File: config.mk
export PLATFORM = sky130hd
export DESIGN_NAME = varint_length_string_parser_core_flat
export DESIGN_NICKNAME = d
export VERILOG_FILES = /design/src/design/vlsp_pkg.sv /design/src/design/vlsp_intf.sv /design/src/design/varint_length_string_parser_core.sv /design/src/flat_wrapper.sv
export SDC_FILE = /design/constraint.sdc
export NUM_CORES = 1
export LEC_CHECK = 0
export BUFFER_PORTS_ARGS = -buffer_cell sky130_fd_sc_hd__buf_2
export CAP_MARGIN = 15
export CORE_AREA = 10 10 210 212
export CTS_CLUSTER_SIZE = 24
export DETAILED_ROUTE_END_ITERATION = 6
export DIE_AREA = 0 0 220 222
export HOLD_SLACK_MARGIN = 0.1
export MAX_ROUTING_LAYER = met4
export PLACE_DENSITY = 0.55
export SLEW_MARGIN = 30
export SYNTH_ARGS = -nofsm -noshare
export SYNTH_HDL_FRONTEND = slang
export SYNTH_SLANG_ARGS = --single-unit
export TNS_END_PERCENT = 5
File: constraint.sdc
create_clock -name clk -period 5.45 [get_ports clk]
set_clock_uncertainty 0.1 [all_clocks]
set_input_delay 0.8175 -clock clk [delete_from_list [all_inputs] [get_ports clk]]
set_output_delay 0.8175 -clock clk [all_outputs]
set_load 0.03 [all_outputs]
File: src/design/vlsp_pkg.sv
`timescale 1ns / 1ps
`default_nettype none
// ----------------------------------------------------------------------------
// vlsp_pkg: shared types and constants of the length-prefixed string parser
// Result kinds, error codes, parse phases and the varint group shift table.
// ----------------------------------------------------------------------------
package vlsp_pkg;

    localparam int unsigned WordBits   = 64;
    localparam int unsigned GroupBits  = 7;
    localparam int unsigned ByteBits   = 8;
    // Ten continuation bytes overflow a 64-bit length
    localparam int unsigned MaxGroups  = 10;
    localparam int unsigned GroupCntW  = $clog2(MaxGroups);
    localparam int unsigned ShiftW     = $clog2(WordBits);

    localparam logic [GroupCntW-1:0] LastGroup = GroupCntW'(MaxGroups - 1);

    typedef logic [WordBits-1:0]  word_t;
    typedef logic [ByteBits-1:0]  byte_t;
    typedef logic [GroupCntW-1:0] group_cnt_t;
    typedef logic [ShiftW-1:0]    shift_t;

    typedef enum logic [1:0] {
        KIND_LENGTH = 2'd0,
        KIND_TEXT   = 2'd1,
        KIND_ERROR  = 2'd2
    } kind_t;

    typedef enum logic [1:0] {
        ERR_NONE       = 2'd0,
        ERR_TOO_LONG   = 2'd1,
        ERR_VARINT_CUT = 2'd2,
        ERR_STRING_CUT = 2'd3
    } err_t;

    typedef enum logic {
        PH_LENGTH = 1'b0,
        PH_STRING = 1'b1
    } phase_t;

    // Bit position of a varint group: 7 bits per group
    function automatic shift_t group_shift(input group_cnt_t cnt);
        shift_t sh;
        case (cnt)
            4'd0:    sh = 6'd0;
            4'd1:    sh = 6'd7;
            4'd2:    sh = 6'd14;
            4'd3:    sh = 6'd21;
            4'd4:    sh = 6'd28;
            4'd5:    sh = 6'd35;
            4'd6:    sh = 6'd42;
            4'd7:    sh = 6'd49;
            4'd8:    sh = 6'd56;
            4'd9:    sh = 6'd63;
            default: sh = 6'd0;
        endcase
        return sh;
    endfunction

endpackage
`default_nettype wire

File: src/design/vlsp_intf.sv
`timescale 1ns / 1ps
`default_nettype none
// ----------------------------------------------------------------------------
// vlsp_intf: stream channels of the length-prefixed string parser
// Byte channel into the parser and result channel out of it, valid/ready.
// ----------------------------------------------------------------------------
interface vlsp_byte_if;
    logic                  valid;
    logic                  ready;
    vlsp_pkg::byte_t       in_byte;
    logic                  end_of_buffer;

    modport source (output valid, output in_byte, output end_of_buffer, input ready);
    modport sink   (input valid, input in_byte, input end_of_buffer, output ready);
endinterface

interface vlsp_result_if;
    logic                  valid;
    logic                  ready;
    logic [1:0]            kind;
    vlsp_pkg::word_t       length_value;
    vlsp_pkg::byte_t       text_byte;
    logic [1:0]            error_code;
    logic                  last_of_string;

    modport source (output valid, output kind, output length_value, output text_byte,
                    output error_code, output last_of_string, input ready);
    modport sink   (input valid, input kind, input length_value, input text_byte,
                    input error_code, input last_of_string, output ready);
endinterface
`default_nettype wire

File: src/design/varint_length_string_parser_core.sv
`timescale 1ns / 1ps
`default_nettype none
// ----------------------------------------------------------------------------
// varint_length_string_parser_core: LEB128 length-prefixed string parser
// Decodes an unsigned LEB128 length, then streams that many string bytes,
// flagging over-long varints and buffers that end too early.
// ----------------------------------------------------------------------------
// Each result is registered: it appears on the result channel in the cycle after its byte is taken.
// Throughput: one byte per cycle unless the result register stalls; the varint
// shift-or and the 64-bit count-down of remaining string bytes are combinational.
// A stalled result register holds back the byte channel until it drains.
// Reset returns the parser to the length phase with an empty result register.
module varint_length_string_parser_core (
    input  wire              clk,
    input  wire              rst_n,
    vlsp_byte_if.sink        bytes,
    vlsp_result_if.source    results
);

    // Parse state
    vlsp_pkg::phase_t     phase_reg, phase_next;
    vlsp_pkg::word_t      acc_reg, acc_next;
    vlsp_pkg::group_cnt_t grp_reg, grp_next;
    vlsp_pkg::word_t      remaining_reg, remaining_next;

    // Result register
    logic                 res_valid_reg;
    vlsp_pkg::kind_t      kind_reg, kind_next;
    vlsp_pkg::word_t      length_reg, length_next;
    vlsp_pkg::byte_t      text_reg, text_next;
    vlsp_pkg::err_t       err_reg, err_next;
    logic                 last_reg, last_next;
    logic                 res_hit;

    logic                 accept;
    logic                 cont;
    vlsp_pkg::word_t      merged;
    logic                 rem_last;

    // Take a byte whenever the result register is empty or draining
    assign bytes.ready = !res_valid_reg || results.ready;
    assign accept      = bytes.valid && bytes.ready;

    assign cont     = bytes.in_byte[vlsp_pkg::ByteBits-1];
    assign merged   = acc_reg | (vlsp_pkg::word_t'(bytes.in_byte[vlsp_pkg::GroupBits-1:0])
                                 << vlsp_pkg::group_shift(grp_reg));
    assign rem_last = (remaining_reg[vlsp_pkg::WordBits-1:1] == '0);

    // Next state of the parser
    always_comb
    begin
        phase_next     = phase_reg;
        acc_next       = acc_reg;
        grp_next       = grp_reg;
        remaining_next = remaining_reg;
        case (phase_reg)
            vlsp_pkg::PH_LENGTH:
            begin
                acc_next = merged;
                grp_next = grp_reg + 1'b1;
                if (!cont)
                begin
                    acc_next = '0;
                    grp_next = '0;
                    if (merged != '0 && !bytes.end_of_buffer)
                    begin
                        phase_next     = vlsp_pkg::PH_STRING;
                        remaining_next = merged;
                    end
                end
                else if (grp_reg == vlsp_pkg::LastGroup || bytes.end_of_buffer)
                begin
                    acc_next = '0;
                    grp_next = '0;
                end
            end
            vlsp_pkg::PH_STRING:
            begin
                remaining_next = remaining_reg - 1'b1;
                if (rem_last || bytes.end_of_buffer)
                begin
                    phase_next     = vlsp_pkg::PH_LENGTH;
                    remaining_next = '0;
                end
            end
            default:
            begin
                phase_next = vlsp_pkg::PH_LENGTH;
            end
        endcase
    end

    // Result of the current byte
    always_comb
    begin
        res_hit     = 1'b0;
        kind_next   = vlsp_pkg::KIND_LENGTH;
        length_next = '0;
        text_next   = '0;
        err_next    = vlsp_pkg::ERR_NONE;
        last_next   = 1'b0;
        case (phase_reg)
            vlsp_pkg::PH_LENGTH:
            begin
                if (!cont)
                begin
                    res_hit = 1'b1;
                    if (merged == '0)
                    begin
                        last_next = 1'b1;
                    end
                    else if (bytes.end_of_buffer)
                    begin
                        kind_next = vlsp_pkg::KIND_ERROR;
                        err_next  = vlsp_pkg::ERR_STRING_CUT;
                    end
                    else
                    begin
                        length_next = merged;
                    end
                end
                else if (grp_reg == vlsp_pkg::LastGroup)
                begin
                    res_hit   = 1'b1;
                    kind_next = vlsp_pkg::KIND_ERROR;
                    err_next  = vlsp_pkg::ERR_TOO_LONG;
                end
                else if (bytes.end_of_buffer)
                begin
                    res_hit   = 1'b1;
                    kind_next = vlsp_pkg::KIND_ERROR;
                    err_next  = vlsp_pkg::ERR_VARINT_CUT;
                end
            end
            vlsp_pkg::PH_STRING:
            begin
                res_hit = 1'b1;
                if (rem_last)
                begin
                    kind_next = vlsp_pkg::KIND_TEXT;
                    text_next = bytes.in_byte;
                    last_next = 1'b1;
                end
                else if (bytes.end_of_buffer)
                begin
                    kind_next = vlsp_pkg::KIND_ERROR;
                    err_next  = vlsp_pkg::ERR_STRING_CUT;
                end
                else
                begin
                    kind_next = vlsp_pkg::KIND_TEXT;
                    text_next = bytes.in_byte;
                end
            end
            default:
            begin
                res_hit = 1'b0;
            end
        endcase
    end

    // Advance parse state on each accepted transaction
    always_ff @(posedge clk or negedge rst_n)
    begin
        if (!rst_n)
        begin
            phase_reg     <= vlsp_pkg::PH_LENGTH;
            acc_reg       <= '0;
            grp_reg       <= '0;
            remaining_reg <= '0;
        end
        else if (accept)
        begin
            phase_reg     <= phase_next;
            acc_reg       <= acc_next;
            grp_reg       <= grp_next;
            remaining_reg <= remaining_next;
        end
    end

    // Hold the result until the consumer takes it
    always_ff @(posedge clk or negedge rst_n)
    begin
        if (!rst_n)
        begin
            res_valid_reg <= 1'b0;
        end
        else if (bytes.ready)
        begin
            res_valid_reg <= accept && res_hit;
        end
    end

    // Load result payload
    always_ff @(posedge clk)
    begin
        if (accept && res_hit)
        begin
            kind_reg   <= kind_next;
            length_reg <= length_next;
            text_reg   <= text_next;
            err_reg    <= err_next;
            last_reg   <= last_next;
        end
    end

    assign results.valid          = res_valid_reg;
    assign results.kind           = kind_reg;
    assign results.length_value   = length_reg;
    assign results.text_byte      = text_reg;
    assign results.error_code     = err_reg;
    assign results.last_of_string = last_reg;

`ifndef SYNTHESIS
    a_string_has_bytes: assert property (@(posedge clk) disable iff (!rst_n)
        phase_reg == vlsp_pkg::PH_STRING |-> remaining_reg != '0)
        else $error("string phase with no bytes remaining");

    a_group_bound: assert property (@(posedge clk) disable iff (!rst_n)
        grp_reg <= vlsp_pkg::LastGroup)
        else $error("varint group count out of range");

    a_group_clear_in_string: assert property (@(posedge clk) disable iff (!rst_n)
        phase_reg == vlsp_pkg::PH_STRING |-> grp_reg == '0 && acc_reg == '0)
        else $error("varint state not cleared in string phase");

    a_result_follows: assert property (@(posedge clk) disable iff (!rst_n)
        accept && res_hit |=> res_valid_reg)
        else $error("result of accepted byte not presented");

    a_error_coded: assert property (@(posedge clk) disable iff (!rst_n)
        res_valid_reg |-> ((kind_reg == vlsp_pkg::KIND_ERROR) == (err_reg != vlsp_pkg::ERR_NONE)))
        else $error("error kind and error code disagree");
`endif

endmodule
`default_nettype wire

File: src/flat_wrapper.sv
// flat-port wrapper written by rule: the top's interface ports become plain ports
module varint_length_string_parser_core_flat 
  (clk, rst_n, bytes_valid, bytes_in_byte, bytes_end_of_buffer, bytes_ready, results_valid, results_kind, results_length_value, results_text_byte, results_error_code, results_last_of_string, results_ready);
  vlsp_byte_if bytes_i ();
  vlsp_result_if results_i ();
  input  wire clk;
  input  wire rst_n;
  input wire logic [$bits(bytes_i.valid)-1:0] bytes_valid;
  input wire logic [$bits(bytes_i.in_byte)-1:0] bytes_in_byte;
  input wire logic [$bits(bytes_i.end_of_buffer)-1:0] bytes_end_of_buffer;
  output wire logic [$bits(bytes_i.ready)-1:0] bytes_ready;
  output wire logic [$bits(results_i.valid)-1:0] results_valid;
  output wire logic [$bits(results_i.kind)-1:0] results_kind;
  output wire logic [$bits(results_i.length_value)-1:0] results_length_value;
  output wire logic [$bits(results_i.text_byte)-1:0] results_text_byte;
  output wire logic [$bits(results_i.error_code)-1:0] results_error_code;
  output wire logic [$bits(results_i.last_of_string)-1:0] results_last_of_string;
  input wire logic [$bits(results_i.ready)-1:0] results_ready;
  assign bytes_i.valid = bytes_valid;
  assign bytes_i.in_byte = bytes_in_byte;
  assign bytes_i.end_of_buffer = bytes_end_of_buffer;
  assign bytes_ready = bytes_i.ready;
  assign results_valid = results_i.valid;
  assign results_kind = results_i.kind;
  assign results_length_value = results_i.length_value;
  assign results_text_byte = results_i.text_byte;
  assign results_error_code = results_i.error_code;
  assign results_last_of_string = results_i.last_of_string;
  assign results_i.ready = results_ready;
  varint_length_string_parser_core u_core (.clk(clk), .rst_n(rst_n), .bytes(bytes_i), .results(results_i));
endmodule
==> results of run 1 <==
[how the worst max path moves through the flow]
stage | endpoint | cells past startpoint | slack, ps
floorplan | u_core.results.error_code[0] | 3 | 310
global placement | u_core.results.length_value[41] | 11 | 340
detailed placement | u_core.remaining_reg[51] | 13 | 530
CTS | u_core.remaining_reg[51] | 13 | 500
global route | u_core.results.error_code[1] | 14 | 280
finish | u_core.remaining_reg[51] | 13 | 450
[per-stage QoR]
step	worst slack [ps]	power (W)	hold slack, ps
detailed placement	533	0.00512	383
finish	445	0.00694	239
floorplan	313	0.00411	355
global placement	342	0.00509	376
CTS	500	0.00691	293
global route	282	0.00730	336
[synth_stat cells (5+ instances only)]
library cell / n / area (um^2)
a21o_1: 7 / 52.6
a21oi_1: 164 / 821
a22o_1: 8 / 70.1
a31oi_1: 39 / 244
a32o_1: 12 / 120
and2_1: 22 / 138
buf_2: 23 / 115
buf_4: 17 / 128
buf_6: 7 / 78.8
clkbuf_1: 45 / 169
dfrtp_1: 134 / 3350
edfxtp_1: 77 / 2310
ha_1: 6 / 75.1
inv_1: 20 / 75.1
mux2i_1: 7 / 70.1
nand2_1: 45 / 169
nand2b_1: 17 / 106
nand3_1: 13 / 65.1
nand3b_1: 6 / 45.0
nand4_1: 7 / 43.8
nor2_1: 255 / 957
nor2b_1: 9 / 56.3
nor3_1: 89 / 445
nor4_1: 22 / 138
nor4b_1: 5 / 43.8
o21a_1: 10 / 75.1
o21ai_0: 73 / 365
o21ai_1: 6 / 30.0
o22a_1: 11 / 96.3
o22ai_1: 65 / 407
or3_1: 5 / 31.3
or4_1: 8 / 60.1
[cell families after synthesis]
group           share of synthesized area
flops                               0.480
buf+inv                            0.0492
mux                               0.00880
compound gates                      0.230
fa+ha+maj                         0.00636
simple gates                        0.226
[critical path, stage by stage (launching register included)]
cell,delay [ps]
dfrtp_1,560
inv_1,160
ha_1,520
mux2_2,380
a211oi_1,500
nor2_1,160
a22o_1,420
a21oi_1,520
and4_1,270
nand4_1,140
nor4_4,290
o21a_2,430
buf_12,260
o22ai_1,130
[layout make-up]
| class | count | area, um^2 |
|---|---|---|
| clock buffers | 31 | 691 |
| clock inverters | 17 | 180 |
| fillers | 4103 | 25900 |
| inverters | 21 | 78.8 |
| multi-input cells | 997 | 5570 |
| flip-flops and latches | 211 | 5670 |
| well taps | 525 | 657 |
| repair buffers | 141 | 921 |
[routing by layer]
metal	routed length [um]	GRT usage
met2	18400	0.245
met1	20100	0.259
met4	1510	0.0568
met5	0	-
met3	3530	0.0218
[power groups by stage]
stage / Clock, W / Combinational, W / Sequential, W
after global routing: 0.00187 / 0.00339 / 0.00205
final: 0.00177 / 0.00315 / 0.00202
after floorplan: 0 / 0.00199 / 0.00212
after global placement: 0 / 0.00305 / 0.00204
after detailed placement: 0 / 0.00307 / 0.00204
after CTS: 0.00181 / 0.00309 / 0.00202
==> impl_metrics.toml, run 1 <==
[setup_path]
cp_data_arrival_time_ps = 5320
startpoint = "u_core.grp_reg[1]"
start_kind = "flip-flop"
r2r_cells = 13
crit_fanout = 38
cp.required_ps = 5760
r2r-start = "u_core.grp_reg[1]"
crit_type = "reg -> reg"
reg2reg_to = "u_core.remaining_reg[51]"
end_kind = "flip-flop"
r2r_slack_ps = 450

[placement]
gp_congestion = 0.964
dp.cells = 1894
hpwlAfterDp_um = 30000
portBuffers = 91
placed_cell_area_mm2 = 0.0129

[yosys]
synthCells = 1324
synth_warnings = 0
synth_edf_count = 77
synth.avg_cell_area_um2 = 8.91
synth.distinct_cells = 87
netlist_area_mm2 = 0.0118
ys_seq_area_frac = 0.480
synthFlopType = "dfrtp_1"
syn_nets = 1343
synthArstFlopShare = 0.635
synth_seq_cells = 211

[final_layout]
num_antenna_cells = 0
stdcell_area_mm2 = 0.0138
final_util = 0.347
final_cells = 1943
layout_common_cells = "253 x nor2_1, 164 x a21oi_1, 133 x dfrtp_1"
final_common_cell = "nor2_1"
drive_gt1_frac = 0.157
finalNetCount = 1417
syn2layout_area_growth_pct = 16.7

[sta]
rsz0062_at_grt = "no"
tns_ps = 0
timing_worst_slew_pin_value_ps = 1030
fmax_mhz = 200
max-slew-margin-rel = 0.308
fin_crit_sh = 0.918
post-route-min-period_ps = 5000
setup_viol = 0
hold_viol = 0
slew_viol_final = 0

[power_and_ir_drop]
pwr_density_cell_mw_per_mm2 = 504
peakVddDrop_mv = 0.310
seqPwrFrac = 0.291
combPwrFrac = 0.453
cell_internal_pwr_w = 0.00388
p_leak_nw = 5.38
p_sw_frac = 0.441
clkPwrFrac = 0.256
p_switching_w = 0.00306

[clocking]
cts_tree = "built"
clk_pin_slew_worst_paths_ps = 60
clkSinkCount = 211
cts_buffers = 26
clkLatencyLatePin_ps = 540
cts_max_path_buffers = 3
clock-root-buffer = "clkbuf_16"
cts_max_level = 1
cts_resized = 0
postCtsHoldBufs = 0
cts_setup_buffers = 0

[drt]
first_iter_violations = 1470
totalWireLength_um = 43600
postRouteAntennaNets = 0
viasPerCell = 5.74
route.vias.total = 11200
post_drt_wl_per_cell_um = 22.4
drc = 0
firstDrtPassIters = 5

[grt]
grt_max_degree = 106
grt_pass1_wl_um = 66700
overflow = 0
antenna_found_initial = 0
grt_pass1_vias = 10500
grt_usage = 0.176

[floorplan]
num_io_pins = 92
dieArea_mm2 = 0.0488
die_y_um = 222
coreArea_mm2 = 0.0396
fp.dieW_um = 220
initial_core_util = 0.298
rows = 73

[job]
drv_cap = 0

[worst_hold_path]
min_path_type = "in -> async"

[outcome]
status = "completed"
Power figures use the tool's default switching activity.
==> run 2, diff against run 1 <==
--- a/config.mk
+++ b/config.mk
@@ -12,5 +12,5 @@
 export DETAILED_ROUTE_END_ITERATION = 6
 export DIE_AREA = 0 0 220 222
-export HOLD_SLACK_MARGIN = 0.1
+export HOLD_SLACK_MARGIN = 0.06
 export MAX_ROUTING_LAYER = met4
 export PLACE_DENSITY = 0.55
==> constraint.sdc (replaced) <==
create_clock -name clk -period 5.45 [get_ports clk]
set_clock_uncertainty 0.1 [all_clocks]
set_input_delay 1.09 -clock clk [delete_from_list [all_inputs] [get_ports clk]]
set_output_delay 1.09 -clock clk [all_outputs]
set_load 0.03 [all_outputs]
==> run 2 against run 1 <==
  * The run now ends with design-rule violations left
  * Wire length about the same
  * Via count about the same
  * Maximum frequency increased by 0.36%
==> impl_metrics.toml, run 2 (synthesis gave the netlist of run 1 again) <==
[outcome]
status = "complete, but fails checks"
violations = "design-rule violations"

[clocking]
cts_max_level = 1
cts_buffers = 26
clock-root-buffer = "clkbuf_16"
clk_pin_slew_worst_paths_ps = 60
cts_max_path_buffers = 3
clkLatencyLatePin_ps = 540
cts_tree = "built"
cts_setup_buffers = 0
cts_resized = 0
clkSinkCount = 211
postCtsHoldBufs = 0

[power_and_ir_drop]
p_leak_nw = 5.38
peakVddDrop_mv = 0.285
p_switching_w = 0.00307
seqPwrFrac = 0.294
combPwrFrac = 0.458
clkPwrFrac = 0.248
pwr_density_cell_mw_per_mm2 = 500
cell_internal_pwr_w = 0.00381
p_sw_frac = 0.447

[final_layout]
syn2layout_area_growth_pct = 16.6
finalNetCount = 1418
stdcell_area_mm2 = 0.0138
layout_common_cells = "253 x nor2_1, 164 x a21oi_1, 133 x dfrtp_1"
final_common_cell = "nor2_1"
drive_gt1_frac = 0.156
num_antenna_cells = 0

[sta]
setup_viol = 0
fin_crit_sh = 0.915
fmax_mhz = 201
max-slew-margin-rel = 0.336
slew_viol_final = 0
hold_viol = 0
post-route-min-period_ps = 4990
worst_slack_ps = 463
tns_ps = 0
hold_ws_ps = 296
rsz0062_at_grt = "no"
timing_worst_slew_pin_value_ps = 991

[setup_path]
cp.required_ps = 5750
crit_fanout = 38
crit_family = "simple AND/OR/NAND/NOR gates"
crit_type = "reg -> reg"
crit_chain = "inv_1 > ha_1 > nor2b_2 > mux2i_1 > a222oi_1 > buf_2 > o221a_2 > and2_1 > or4b_4 > nor4_4 > o21a_2 > buf_12 > o22ai_1"
r2r-start = "u_core.grp_reg[1]"
slowest_delay_ps = 550
r2r_cells = 13
path_buf_inv = 3
r2r_slack_ps = 460
start_kind = "flip-flop"
cp_data_arrival_time_ps = 5290
slowest_stage = "dfrtp_1"
reg2reg_to = "u_core.remaining_reg[57]"
end_kind = "flip-flop"

[drt]
totalWireLength_um = 43600
firstDrtPassIters = 7
post_drt_wl_per_cell_um = 22.4
viasPerCell = 5.73
drc = 14
postRouteAntennaNets = 0
route.vias.total = 11100
first_iter_violations = 1320

[job]
drv_cap = 0

[grt]
grt_usage = 0.177
overflow = 0
grt_max_degree = 106
grt_pass1_wl_um = 66500
antenna_found_initial = 0
grt_pass1_vias = 10600

[placement]
dp_slack_ps = 572
placed_cell_area_mm2 = 0.0129
hpwlAfterDp_um = 30000
portBuffers = 91
gp_congestion = 0.967

[floorplan]
coreArea_mm2 = 0.0396
dieArea_mm2 = 0.0488
initial_core_util = 0.298
die_y_um = 222
fp.dieW_um = 220
num_io_pins = 92
rows = 73

[worst_hold_path]
min_path_type = "in -> async"
[run 2: changes by cell type in the layout (fill, tap and decap cells not counted), sizes merged]
cell | previous run | this run
clkinv | 9 | 6
bufinv | 3 | 1
buf | 141 | 142
clkbuf | 31 | 35
inv | 23 | 25
clkinvlp | 3 | 2
[run 2: worst reg2reg max path, cell delays in order, from the launching register on]
cell and delay (ps):
dfrtp_1 550, inv_1 170, ha_1 540, nor2b_2 370
mux2i_1 220, a222oi_1 180, buf_2 220, o221a_2 390
and2_1 340, or4b_4 560, nor4_4 360, o21a_2 440
buf_12 270, o22ai_1 150
[run 2: how the worst max path moves through the flow]
stage / to / slack, ps / cells past startpoint / startpoint
3_3_place_gp: u_core.results.length_value[41] / 360 / 13 / u_core.grp_reg[1]
4_1_cts: u_core.results.error_code[1] / 550 / 14 / u_core.grp_reg[1]
3_5_place_dp: u_core.results.error_code[1] / 570 / 14 / u_core.grp_reg[1]
2_1_floorplan: u_core.results.error_code[0] / 40 / 3 / results_ready
5_1_grt: u_core.remaining_reg[26] / 170 / 14 / u_core.grp_reg[1]
6_report: u_core.remaining_reg[57] / 460 / 13 / u_core.grp_reg[1]
[run 2: area by class of cell]
class / count / area (um^2)
fill: 4146 / 25900
sequential: 211 / 5670
multi-input combinational: 997 / 5570
timing repair buffer: 142 / 948
clock buffer: 35 / 716
tap: 525 / 657
clock inverter: 13 / 120
inverter: 21 / 78.8
[run 2: metal layers]
| layer | part of all wire | track usage | routed length [um] | vias to the layer above |
|---|---|---|---|---|
| met4 | 0.041 | 0.0614 | 1770 | 0 |
| met5 | 0 | - | 0 | - |
| met2 | 0.42 | 0.241 | 18200 | 504 |
| met1 | 0.46 | 0.254 | 20000 | 5479 |
| li1 | - | - | - | 5063 |
| met3 | 0.083 | 0.0327 | 3620 | 102 |
[run 2: power groups by stage]
| stage | registers, W | logic [W] | clock network, W |
|---|---|---|---|
| final | 0.00202 | 0.00315 | 0.00171 |
| after global routing | 0.00205 | 0.00340 | 0.00181 |
| after CTS | 0.00202 | 0.00308 | 0.00174 |
| after detailed placement | 0.00204 | 0.00306 | 0 |
| after global placement | 0.00204 | 0.00305 | 0 |
| after floorplan | 0.00212 | 0.00199 | 0 |
[run 2: metrics by stage]
stage	power, W	util	cells
after floorplan	0.00411	-	1324
after global placement	0.00509	0.324	1893
after detailed placement	0.00511	0.324	1894
after CTS	0.00684	0.346	1942
after global routing	0.00725	0.347	1944
final	0.00688	0.347	1944
